--- src/hdl/gsu_pkg.sv ---
// Shared types, alphabet table and digit decoding for the septet unpacker.
`default_nettype none

package gsu_pkg;

  localparam int unsigned PhaseW = 3;
  localparam int unsigned SeptetW = 7;
  localparam logic [PhaseW-1:0] PhaseFirst = 3'd1;
  localparam logic [PhaseW-1:0] PhaseLast = 3'd7;

  typedef struct packed {
    logic [7:0] hex_high;
    logic [7:0] hex_low;
    logic       last_octet;
  } in_word_t;

  typedef struct packed {
    logic [7:0] text_char;
    logic       last_char;
  } out_word_t;

  localparam logic [7:0] GsmRom [128] = '{
    8'h40, 8'ha3, 8'h24, 8'ha5, 8'he8, 8'he9, 8'hf9, 8'hec,
    8'hf2, 8'hc7, 8'h0a, 8'hd8, 8'hf8, 8'h0d, 8'hc5, 8'he5,
    8'h3f, 8'h5f, 8'h3f, 8'h3f, 8'h3f, 8'h3f, 8'h3f, 8'h3f,
    8'h3f, 8'h3f, 8'h3f, 8'h3f, 8'hc6, 8'he6, 8'hdf, 8'hc9,
    8'h20, 8'h21, 8'h22, 8'h23, 8'ha4, 8'h25, 8'h26, 8'h27,
    8'h28, 8'h29, 8'h2a, 8'h2b, 8'h2c, 8'h2d, 8'h2e, 8'h2f,
    8'h30, 8'h31, 8'h32, 8'h33, 8'h34, 8'h35, 8'h36, 8'h37,
    8'h38, 8'h39, 8'h3a, 8'h3b, 8'h3c, 8'h3d, 8'h3e, 8'h3f,
    8'ha1, 8'h41, 8'h42, 8'h43, 8'h44, 8'h45, 8'h46, 8'h47,
    8'h48, 8'h49, 8'h4a, 8'h4b, 8'h4c, 8'h4d, 8'h4e, 8'h4f,
    8'h50, 8'h51, 8'h52, 8'h53, 8'h54, 8'h55, 8'h56, 8'h57,
    8'h58, 8'h59, 8'h5a, 8'hc4, 8'hd6, 8'hd1, 8'hdc, 8'ha7,
    8'hbf, 8'h61, 8'h62, 8'h63, 8'h64, 8'h65, 8'h66, 8'h67,
    8'h68, 8'h69, 8'h6a, 8'h6b, 8'h6c, 8'h6d, 8'h6e, 8'h6f,
    8'h70, 8'h71, 8'h72, 8'h73, 8'h74, 8'h75, 8'h76, 8'h77,
    8'h78, 8'h79, 8'h7a, 8'he4, 8'hf6, 8'hf1, 8'hfc, 8'he0
  };

  function automatic logic [3:0] hex_nibble(input logic [7:0] c);
    logic [3:0] v;
    v = 4'd0;
    if (c inside {[8'h30:8'h39]}) begin
      v = c[3:0];
    end else if (c inside {[8'h41:8'h46]}) begin
      v = c[3:0] + 4'd9;
    end
    return v;
  endfunction

endpackage

`default_nettype wire

--- src/hdl/gsu_in_stage.sv ---
// Input register that holds one accepted word until the core takes it.
`default_nettype none

module gsu_in_stage
  import gsu_pkg::*;
(
  input  wire logic     clk,
  input  wire logic     rst,
  input  wire logic     in_valid,
  output logic          in_ready,
  input  wire in_word_t in_word,
  input  wire logic     consume,
  output logic          held,
  output in_word_t      held_word
);

  logic full;
  logic full_next;

  assign in_ready = !full || consume;
  assign held = full;

  always_comb begin
    full_next = full;
    if (in_valid && in_ready) begin
      full_next = 1'b1;
    end else if (consume) begin
      full_next = 1'b0;
    end
  end

  always_ff @(posedge clk) begin
    if (rst) begin
      full <= 1'b0;
    end else begin
      full <= full_next;
    end
  end

  always_ff @(posedge clk) begin
    if (in_valid && in_ready) begin
      held_word <= in_word;
    end
  end

endmodule

`default_nettype wire

--- src/hdl/gsu_septet_core.sv ---
// Phase and carry state with septet assembly and alphabet lookup.
`default_nettype none

module gsu_septet_core
  import gsu_pkg::*;
(
  input  wire logic     clk,
  input  wire logic     rst,
  input  wire logic     held,
  input  wire in_word_t held_word,
  input  wire logic     slot_free,
  output logic          consume,
  output logic          emit,
  output out_word_t     emit_word
);

  logic [PhaseW-1:0]  phase;
  logic [PhaseW-1:0]  phase_next;
  logic [SeptetW-1:0] carry;
  logic [SeptetW-1:0] carry_next;
  logic               pend;
  logic               pend_next;

  logic [7:0]         octet;
  logic [PhaseW-1:0]  eff;
  logic [7:0]         low_part;
  logic [7:0]         high_part;
  logic [SeptetW-1:0] septet;

  always_comb begin
    octet = {hex_nibble(held_word.hex_high), hex_nibble(held_word.hex_low)};
    eff = (phase == '0) ? PhaseFirst : phase;
    low_part = (octet & (8'hff >> eff)) << (eff - PhaseFirst);
    high_part = octet >> (4'd8 - {1'b0, eff});
    septet = low_part[SeptetW-1:0] | carry;
  end

  always_comb begin
    consume = 1'b0;
    emit = 1'b0;
    emit_word = '0;
    phase_next = phase;
    carry_next = carry;
    pend_next = pend;
    if (slot_free) begin
      if (pend) begin
        // The carry of a full group is a whole septet of its own.
        emit = 1'b1;
        emit_word.text_char = GsmRom[carry];
        emit_word.last_char = 1'b0;
        pend_next = 1'b0;
        carry_next = '0;
        phase_next = PhaseFirst;
      end else if (held) begin
        consume = 1'b1;
        emit = 1'b1;
        emit_word.text_char = GsmRom[septet];
        emit_word.last_char = held_word.last_octet;
        if (held_word.last_octet) begin
          phase_next = PhaseFirst;
          carry_next = '0;
        end else if (eff == PhaseLast) begin
          carry_next = high_part[SeptetW-1:0];
          pend_next = 1'b1;
          phase_next = PhaseFirst;
        end else begin
          carry_next = high_part[SeptetW-1:0];
          phase_next = eff + 3'd1;
        end
      end
    end
  end

  always_ff @(posedge clk) begin
    if (rst) begin
      phase <= PhaseFirst;
      carry <= '0;
      pend <= 1'b0;
    end else begin
      phase <= phase_next;
      carry <= carry_next;
      pend <= pend_next;
    end
  end

endmodule

`default_nettype wire

--- src/hdl/gsu_out_stage.sv ---
// Output register that holds one character word until it is taken.
`default_nettype none

module gsu_out_stage
  import gsu_pkg::*;
(
  input  wire logic      clk,
  input  wire logic      rst,
  input  wire logic      load,
  input  wire out_word_t load_word,
  output logic           slot_free,
  output logic           out_valid,
  input  wire logic      out_ready,
  output out_word_t      out_word
);

  logic full;
  logic full_next;

  assign slot_free = !full || out_ready;
  assign out_valid = full;

  always_comb begin
    full_next = full;
    if (load) begin
      full_next = 1'b1;
    end else if (out_ready) begin
      full_next = 1'b0;
    end
  end

  always_ff @(posedge clk) begin
    if (rst) begin
      full <= 1'b0;
    end else begin
      full <= full_next;
    end
  end

  always_ff @(posedge clk) begin
    if (load) begin
      out_word <= load_word;
    end
  end

endmodule

`default_nettype wire

--- src/hdl/gsm7_septet_unpacker_unit.sv ---
// Top level of the GSM 7-bit septet unpacker.
//
//   channel  direction  handshake            word
//   in       input      in_valid/in_ready    hex_high, hex_low, last_octet
//   out      output     out_valid/out_ready  text_char, last_char
//
// Each word passes the input register and the output register; its character
// is loaded into the output register when the core takes the word.
// One word is taken per cycle while the output is not stalled; the seventh
// octet of a non-final group adds a carry character ahead of the next word.
// Reset sets the phase to one, clears the carry and empties both registers.
// A stalled output holds its word; the input register still takes one word.
`default_nettype none

module gsm7_septet_unpacker_unit
  import gsu_pkg::*;
(
  input  wire logic       clk,
  input  wire logic       rst,
  input  wire logic       in_valid,
  output logic            in_ready,
  input  wire logic [7:0] hex_high,
  input  wire logic [7:0] hex_low,
  input  wire logic       last_octet,
  output logic            out_valid,
  input  wire logic       out_ready,
  output logic [7:0]      text_char,
  output logic            last_char
);

  in_word_t  in_word;
  in_word_t  held_word;
  out_word_t emit_word;
  out_word_t out_word;
  logic      held;
  logic      consume;
  logic      emit;
  logic      slot_free;

  assign in_word = '{hex_high: hex_high, hex_low: hex_low, last_octet: last_octet};
  assign text_char = out_word.text_char;
  assign last_char = out_word.last_char;

  gsu_in_stage u_in (
    .clk       (clk),
    .rst       (rst),
    .in_valid  (in_valid),
    .in_ready  (in_ready),
    .in_word   (in_word),
    .consume   (consume),
    .held      (held),
    .held_word (held_word)
  );

  gsu_septet_core u_core (
    .clk       (clk),
    .rst       (rst),
    .held      (held),
    .held_word (held_word),
    .slot_free (slot_free),
    .consume   (consume),
    .emit      (emit),
    .emit_word (emit_word)
  );

  gsu_out_stage u_out (
    .clk       (clk),
    .rst       (rst),
    .load      (emit),
    .load_word (emit_word),
    .slot_free (slot_free),
    .out_valid (out_valid),
    .out_ready (out_ready),
    .out_word  (out_word)
  );

endmodule

`default_nettype wire

--- config.mk ---
export PLATFORM = sky130hd
export DESIGN_NAME = gsm7_septet_unpacker_unit
export DESIGN_NICKNAME = d
export VERILOG_FILES = /design/src/hdl/gsu_pkg.sv /design/src/hdl/gsu_in_stage.sv /design/src/hdl/gsu_septet_core.sv /design/src/hdl/gsu_out_stage.sv /design/src/hdl/gsm7_septet_unpacker_unit.sv
export SDC_FILE = /design/constraint.sdc
export NUM_CORES = 1
export LEC_CHECK = 0
export CAP_MARGIN = 20
export CORE_ASPECT_RATIO = 0.5
export CORE_MARGIN = 2
export CORE_UTILIZATION = 28
export DETAILED_ROUTE_END_ITERATION = 16
export DONT_BUFFER_PORTS = 1
export GPL_TIMING_DRIVEN = 1
export HOLD_SLACK_MARGIN = 0.05
export PLACE_DENSITY_LB_ADDON = 0.12
export SKIP_CTS_REPAIR_TIMING = 1
export SYNTH_ARGS = -nofsm -noshare
export SYNTH_HDL_FRONTEND = slang
export SYNTH_SLANG_ARGS = --single-unit
--- constraint.sdc ---
create_clock -name clk -period 3.76 [get_ports clk]
set_input_delay 0.188 -clock clk [delete_from_list [all_inputs] [get_ports clk]]
set_output_delay 0.188 -clock clk [all_outputs]
set_load 0.05 [all_outputs]
## After elaboration in Yosys (flattened, before gate mapping)

Memories as Yosys holds them, arrays and structs flattened.
Cells that the tools add are included.

| word-level totals | value |
|---|---|
| bits in read-only memories | 2048 |
| word-level logic and storage cells | 83 |
| flip-flop bits (word level) | 39 |
| memories kept | 2 |
| output and inout bits | 11 |

Memory list:

| memory | depth | width | rd ports | clocked after memory_dff | write ports | RTL line | text |
|---|---|---|---|---|---|---|---|
| (no name shown) | 128 | 8 | 1 | 0 | 0 | gsu_septet_core.sv:49 | `emit_word.text_char = GsmRom[carry];` |
| (no name shown) | 128 | 8 | 1 | 0 | 0 | gsu_septet_core.sv:57 | `emit_word.text_char = GsmRom[septet];` |

| operators by class | value |
|---|---|
| muxes and demuxes | 31 |
| bitwise logic cells | 6 |
| shift operators | 3 |
| eq/ne operators | 1 |
| reductions and logical operators | 15 |
| add/sub/neg operators | 5 |
| magnitude comparators | 10 |

Operator list:

| kind | count |
|---|---|
| $mux 8 | 4 |
| $mux 7 | 3 |
| $mux 9 | 2 |
| $ge 8x6->1 const B | 2 |
| $ge 8x7->1 const B | 2 |
| $ge 8x8->1 const B | 2 |
| $le 8x6->1 const B | 2 |
| $le 8x7->1 const B | 2 |
| $mux 4 | 4 |
| $not 7->8 | 2 |
| $mux 3 | 5 |
| $mux 1 | 13 |
| $add 4x4->4 const B | 2 |
| $and 8x8->8 | 1 |
| $shl 8x3->7 | 1 |
| $shr 8x3->8 const A | 1 |
| $shr 8x4->7 | 1 |
| $or 7x7->7 | 1 |
| $reduce_bool 2->1 | 3 |
| $logic_and 1x1->1 | 5 |
| $sub 4x3->4 const A | 1 |
| $add 3x1->3 const B | 1 |
| $eq 3x3->1 const B | 1 |
| $logic_not 3->1 | 1 |
| 6 further kinds | 9 |

## Longest topological paths before layout

| depth | value |
|---|---|
| word-level depth | 13 |
| depth in mapped cells | 17 |

## Hierarchy

Synthesis repeated with hierarchy kept, for this count alone.

| second synthesis, totals | value |
|---|---|
| cell total of the unflattened synthesis | 477 |
| area, all modules | 3816.2 um^2 |

By module, submodules not included:

| module | area each (um^2) | sequential area each (um^2) | instances | cells an instance |
|---|---|---|---|---|
| gsu_septet_core | 2934.1 | 220.2 | 1 | 442 |
| gsu_in_stage | 565.5 | 530.5 | 1 | 22 |
| gsu_out_stage | 316.6 | 290.3 | 1 | 13 |

## Least setup slack after synthesis

OpenSTA, ideal clock, no wires.

| timing | value |
|---|---|
| path kind | reg-to-reg |
| start | register u_core.phase[2] |
| end | register, netlist name u_out.out_word[6] |
| period minus slack after synthesis | 3.521 ns |
| path slack | 0.239 ns |
| arrival time | 3.264 ns |
| buffers on the path | 2 |
| cell stages (with the launch flop) | 16 |
| data required time | 3.503 ns |
| path through | dfxtp_1 > clkbuf_1 > o21bai_2 > inv_2 > buf_2 > ha_1 > inv_1 > ha_1 > inv_2 > nor2_1 > a21o_2 > inv_2 > ha_1 > or3_1 > a311o_1 > o2111a_1 |

| between the ends | value |
|---|---|
| cells in the longest elaborated chain, start to end | 12 |

Ends and longest elaborated chain:

| element | RTL line | text |
|---|---|---|
| from (decl) | gsu_septet_core.sv:17 | `logic [PhaseW-1:0] phase;` |
| from (signal assigned) | gsu_septet_core.sv:76 | `phase <= PhaseFirst;` |
| from (signal assigned) | gsu_septet_core.sv:80 | `phase <= phase_next;` |
| $logic_not 3->1 | gsu_septet_core.sv:32 | `eff = (phase == '0) ? PhaseFirst : phase;` |
| $mux 3 (*) | gsu_septet_core.sv:32 |  |
| $shr 8x3->8 | gsu_septet_core.sv:33 | `low_part = (octet & (8'hff >> eff)) << (eff - PhaseFirst);` |
| $and 8x8->8 | gsu_septet_core.sv:33 |  |
| $shl 8x3->7 (*) | gsu_septet_core.sv:33 |  |
| $or 7x7->7 (*) | gsu_septet_core.sv:35 | `septet = low_part[SeptetW-1:0] \| carry;` |
| $not 7->8 (not written as such) (*) | gsu_septet_core.sv:57 |  |
| $mem_v2 128x8 (*) | -- |  |
| $mux 8 (not written as such) (*) (2 in a row) | gsu_septet_core.sv:57 |  |
| $mux 9 (*) | gsu_septet_core.sv:54 | `end else if (held) begin` |
| $mux 9 (*) | gsu_septet_core.sv:46 | `if (pend) begin` |

Mark *: on every way between the ends. The rest lies on a longest branch, timed or not. The select of a mux whose other input is x is not followed.
A chain may end at the register's enable or synchronous reset.

## Worst setup path in the final report

| timing | value |
|---|---|
| start | register, netlist name u_in.held_word[2] |
| end | register, netlist name u_out.out_word[6] |

| between the ends | value |
|---|---|
| cells in the longest elaborated chain, start to end | 13 |

Ends and longest elaborated chain:

| element | RTL line | text |
|---|---|---|
| $ge 8x7->1 or $le 8x7->1 (tied branches) | gsu_pkg.sv:46 | `end else if (c inside {[8'h41:8'h46]}) begin` |
| $logic_and 1x1->1 | gsu_pkg.sv:46 |  |
| $mux 4 | gsu_pkg.sv:46 |  |
| $mux 4 (*) | gsu_pkg.sv:44 | `if (c inside {[8'h30:8'h39]}) begin` |
| $and 8x8->8 (*) | gsu_septet_core.sv:33 |  |
| $shl 8x3->7 (*) | gsu_septet_core.sv:33 |  |
| $or 7x7->7 (*) | gsu_septet_core.sv:35 |  |
| $not 7->8 (not written as such) (*) | gsu_septet_core.sv:57 |  |
| $mem_v2 128x8 (*) | -- |  |
| $mux 8 (not written as such) (*) (2 in a row) | gsu_septet_core.sv:57 |  |
| $mux 9 (*) | gsu_septet_core.sv:54 |  |
| $mux 9 (*) | gsu_septet_core.sv:46 |  |

Marks and branches as above.

==> results.py <==
metrics = {
    "final_layout": {
        "multi_input_area_sq_mm": 0.00267,
        "num_antenna_cells": 0,
        "area.sequential_sq_mm": 0.00104,
        "areaGrowthSynthToFinish_pct": 16.1,
        "n_fill_cell": 1456,
        "nets": 549,
        "final_layout_size_suffix_gt1_share_pct": 13.4,
    },
    "sta": {
        "fin_tns_setup_ps": 0,
        "post-route-period-util_pct": 92.6,
        "fin_skew_ps": 7.50,
        "max_slew_margin_pct": 42.2,
        "worst_pin_slew_ps": 866,
        "report.final.slew_viol_count": 0,
        "grt_setup_unrepaired": "false",
        "hold_violations": 0,
        "finalSetupViolCount": 0,
        "period_minus_slack_ps": 3480,
        "max_freq_ghz": 0.287,
        "finalHoldWorstSlack_ps": 260,
    },
    "worst_setup_path": {
        "cp_max_fo": 9,
        "r2r-start": "u_in.held_word[2]$_DFFE_PP_",
        "reg2reg_depth": 12,
        "crit_arrival_ps": 3530,
        "r2r_setup_slack_ps": 280,
        "worstSetupEndpoint": "u_out.out_word[6]$_SDFFCE_PP0P_",
        "critical_path_class": "reg2reg",
        "crit_required_ps": 3810,
        "critPathLaunchType": "flop",
        "worstReg2RegEnd": "u_out.out_word[6]$_SDFFCE_PP0P_",
        "critPathCaptureType": "flop",
        "startpoint": "u_in.held_word[2]$_DFFE_PP_",
    },
    "clock_tree": {
        "clk_latency_ps": 290,
        "cts_root_buffer": "clkbuf_16",
        "htree_levels": 2,
        "cts_tree": "built",
        "cts.clk_slew.worst_paths_ps": 60,
        "clock_path_buffers": 2,
        "clock_sinks": 39,
        "cts_made_buffers": 5,
    },
    "power": {
        "vdd.ir_drop.worst_mv": 0.179,
        "power_density_mw_per_mm2": 267,
        "leakage_nw": 1.73,
    },
    "drt": {
        "detail_route.wl_per_cell_microns": 17.4,
        "drtAntennaViolNets": 0,
        "drt_iter0_markers": 305,
        "avgViaCountPerCell": 5.48,
        "drc": 0,
        "routed_wl_microns": 12000,
        "num_vias": 3794,
        "firstDrtPassIters": 5,
        "wl_met3_microns": 668,
        "wirelength_met1_microns": 6120,
        "wl_met2_microns": 5140,
        "highest_layer": "met4",
    },
    "synth": {
        "synth_edf_count": 26,
        "ys_ff_latch": 39,
        "yosys.area.top_type_share_pct": 19.9,
        "synth_xor_area_share_pct": 0.223,
        "netlist_top_cells_count": "nor2_1 (58), nand2_1 (39), o21ai_0 (31)",
        "synth_top_family_by_area": "compound AO/OA/AOI/OAI gates",
        "syn_area_sq_mm": 0.00392,
        "yosysMostFrequentCell": "nor2_1",
        "synthFlopType": "edfxtp_1",
        "syn_inst": 482,
        "synth_fp_nets": 532,
        "ys_seq_area_share_pct": 26.6,
        "syn_avg_cell_area_sq_um": 8.13,
        "yosysWarnings": 0,
        "yosys.area_share.simple_pct": 22.8,
        "synthMuxAreaShare_pct": 4.41,
        "synth_fa_ha_area_share_pct": 9.26,
        "synth_area_leaders": "edfxtp_1 (20%), ha_1 (9.3%), dfxtp_1 (6.6%), nor2_1 (5.6%), o21ai_0 (4.0%)",
        "synth_top_area_cell": "edfxtp_1",
        "synth-async-reset-ratio_pct": 0,
        "synth-compound-area-share_pct": 31.1,
        "yosys.cell_types.count": 86,
    },
    "placement": {
        "portBuffers": 0,
        "dp_hpwl_microns": 8930,
        "gp_congestion": 0.856,
    },
    "die": {
        "rows": 30,
        "floorplan.initialDensity_pct": 28.8,
        "io_pins": 32,
        "die_y_microns": 87.7,
        "die_w_microns": 171,
        "die-area_sq_mm": 0.0150,
        "core-area_sq_mm": 0.0136,
    },
    "grt": {
        "grt_pass1_wl_microns": 19400,
        "grt_pass1_vias": 3576,
        "globalRouteTotalUtil_pct": 16.4,
        "antenna_found_initial": 0,
        "grt_max_degree": 25,
        "grt.overflow.total": 0,
    },
    "hold_path": {
        "hold_class": "in2reg",
    },
    "status": {
        "status": "finished, final reports clean",
    },
    "job": {
        "max_cap_viol_count": 0,
    },
}
stage by stage:
stage                     utilization (%)  total power [mW]  instance area, sq um  cells  setup slack (ps)
final                                33.4              1.22                  4550    692               278
after global routing                 33.4              1.27                  4550    692              48.9
after CTS                            31.9              1.21                  4350    673               268
after detailed placement             30.7             0.697                  4190    665               277
after global placement               30.7             0.701                  4190    665               289
after floorplan                         -             0.651                  3920    482               239
final cells by class:
type | count | area share [%]
Multi-Input combinational cell | 390 | 58.6
Tap cell | 192 | 5.28
Clock buffer | 6 | 2.83
Timing Repair Buffer | 41 | 7.81
Inverter | 22 | 1.81
Sequential cell | 39 | 22.9
Clock inverter | 2 | 0.825
how the worst min path moves through the flow:
stage	slack [ps]	depth (start not counted)	startpoint	end
final	260	3	out_ready	u_core.pend$_SDFFE_PP0N_
after global routing	290	3	out_ready	u_core.pend$_SDFFE_PP0N_
after CTS	-50	1	rst	u_out.out_valid$_SDFFE_PP0P_
after detailed placement	260	1	rst	u_out.out_valid$_SDFFE_PP0P_
after global placement	260	1	rst	u_in.held$_SDFFE_PP0P_
after floorplan	260	1	rst	u_out.out_valid$_SDFFE_PP0P_
logic make-up (layout without fill, tap and decap cells):
group | after synthesis | count (layout)
compound gates | 167 | 167
xor+xnor | 1 | 1
simple gates | 177 | 177
buf+inv | 53 | 71
mux | 16 | 16
flops | 39 | 39
fa+ha+maj | 29 | 29
layer usage:
layer / vias to the layer above / global-route usage, %
met2: 126 / 25.6
met4: 0 / 3.00
met5: - / 0
met1: 1798 / 23.7
li1: 1862 / -
met3: 8 / 3.07
report_power, final:
| part | switching (mW) | internal (mW) |
|---|---|---|
| Clock | 0.194 | 0.314 |
| Combinational | 0.109 | 0.0752 |
| Sequential | 0.0403 | 0.483 |
sequential cells by signal, summed over array words and instances, names as in the netlist:
register / flops
u_core.pend: 1
u_out.out_word: 9
u_in.held: 1
u_in.held_word: 17
u_core.phase: 3
u_core.carry: 7
u_out.out_valid: 1
critical path, stage by stage (launching register included):
cell      delay, ps
edfxtp_1        500
inv_1           100
ha_1            270
nor3b_1         280
nand4_2         220
a211oi_2        300
or2_4           170
a21o_2          150
inv_2           100
ha_1            270
or3_1           380
a311o_1         350
o2111a_1        130
cell usage in the layout, fill, tap and decap left out, types with 10 or more instances in the layout:
master         synthesis  final
nor2_1                58     58
nand2_1               39     39
o21ai_0               31     31
ha_1                  29     29
a21oi_1               28     28
edfxtp_1              26     26
buf_4                  2     22
dlygate4sd3_1          0     19
inv_1                 18     18
nand3_1               18     18
o211ai_1              13     13
dfxtp_1               13     13
nor3_1                11     11
a22oi_1               10     10
No activity file was read; power rests on OpenSTA's default activity.
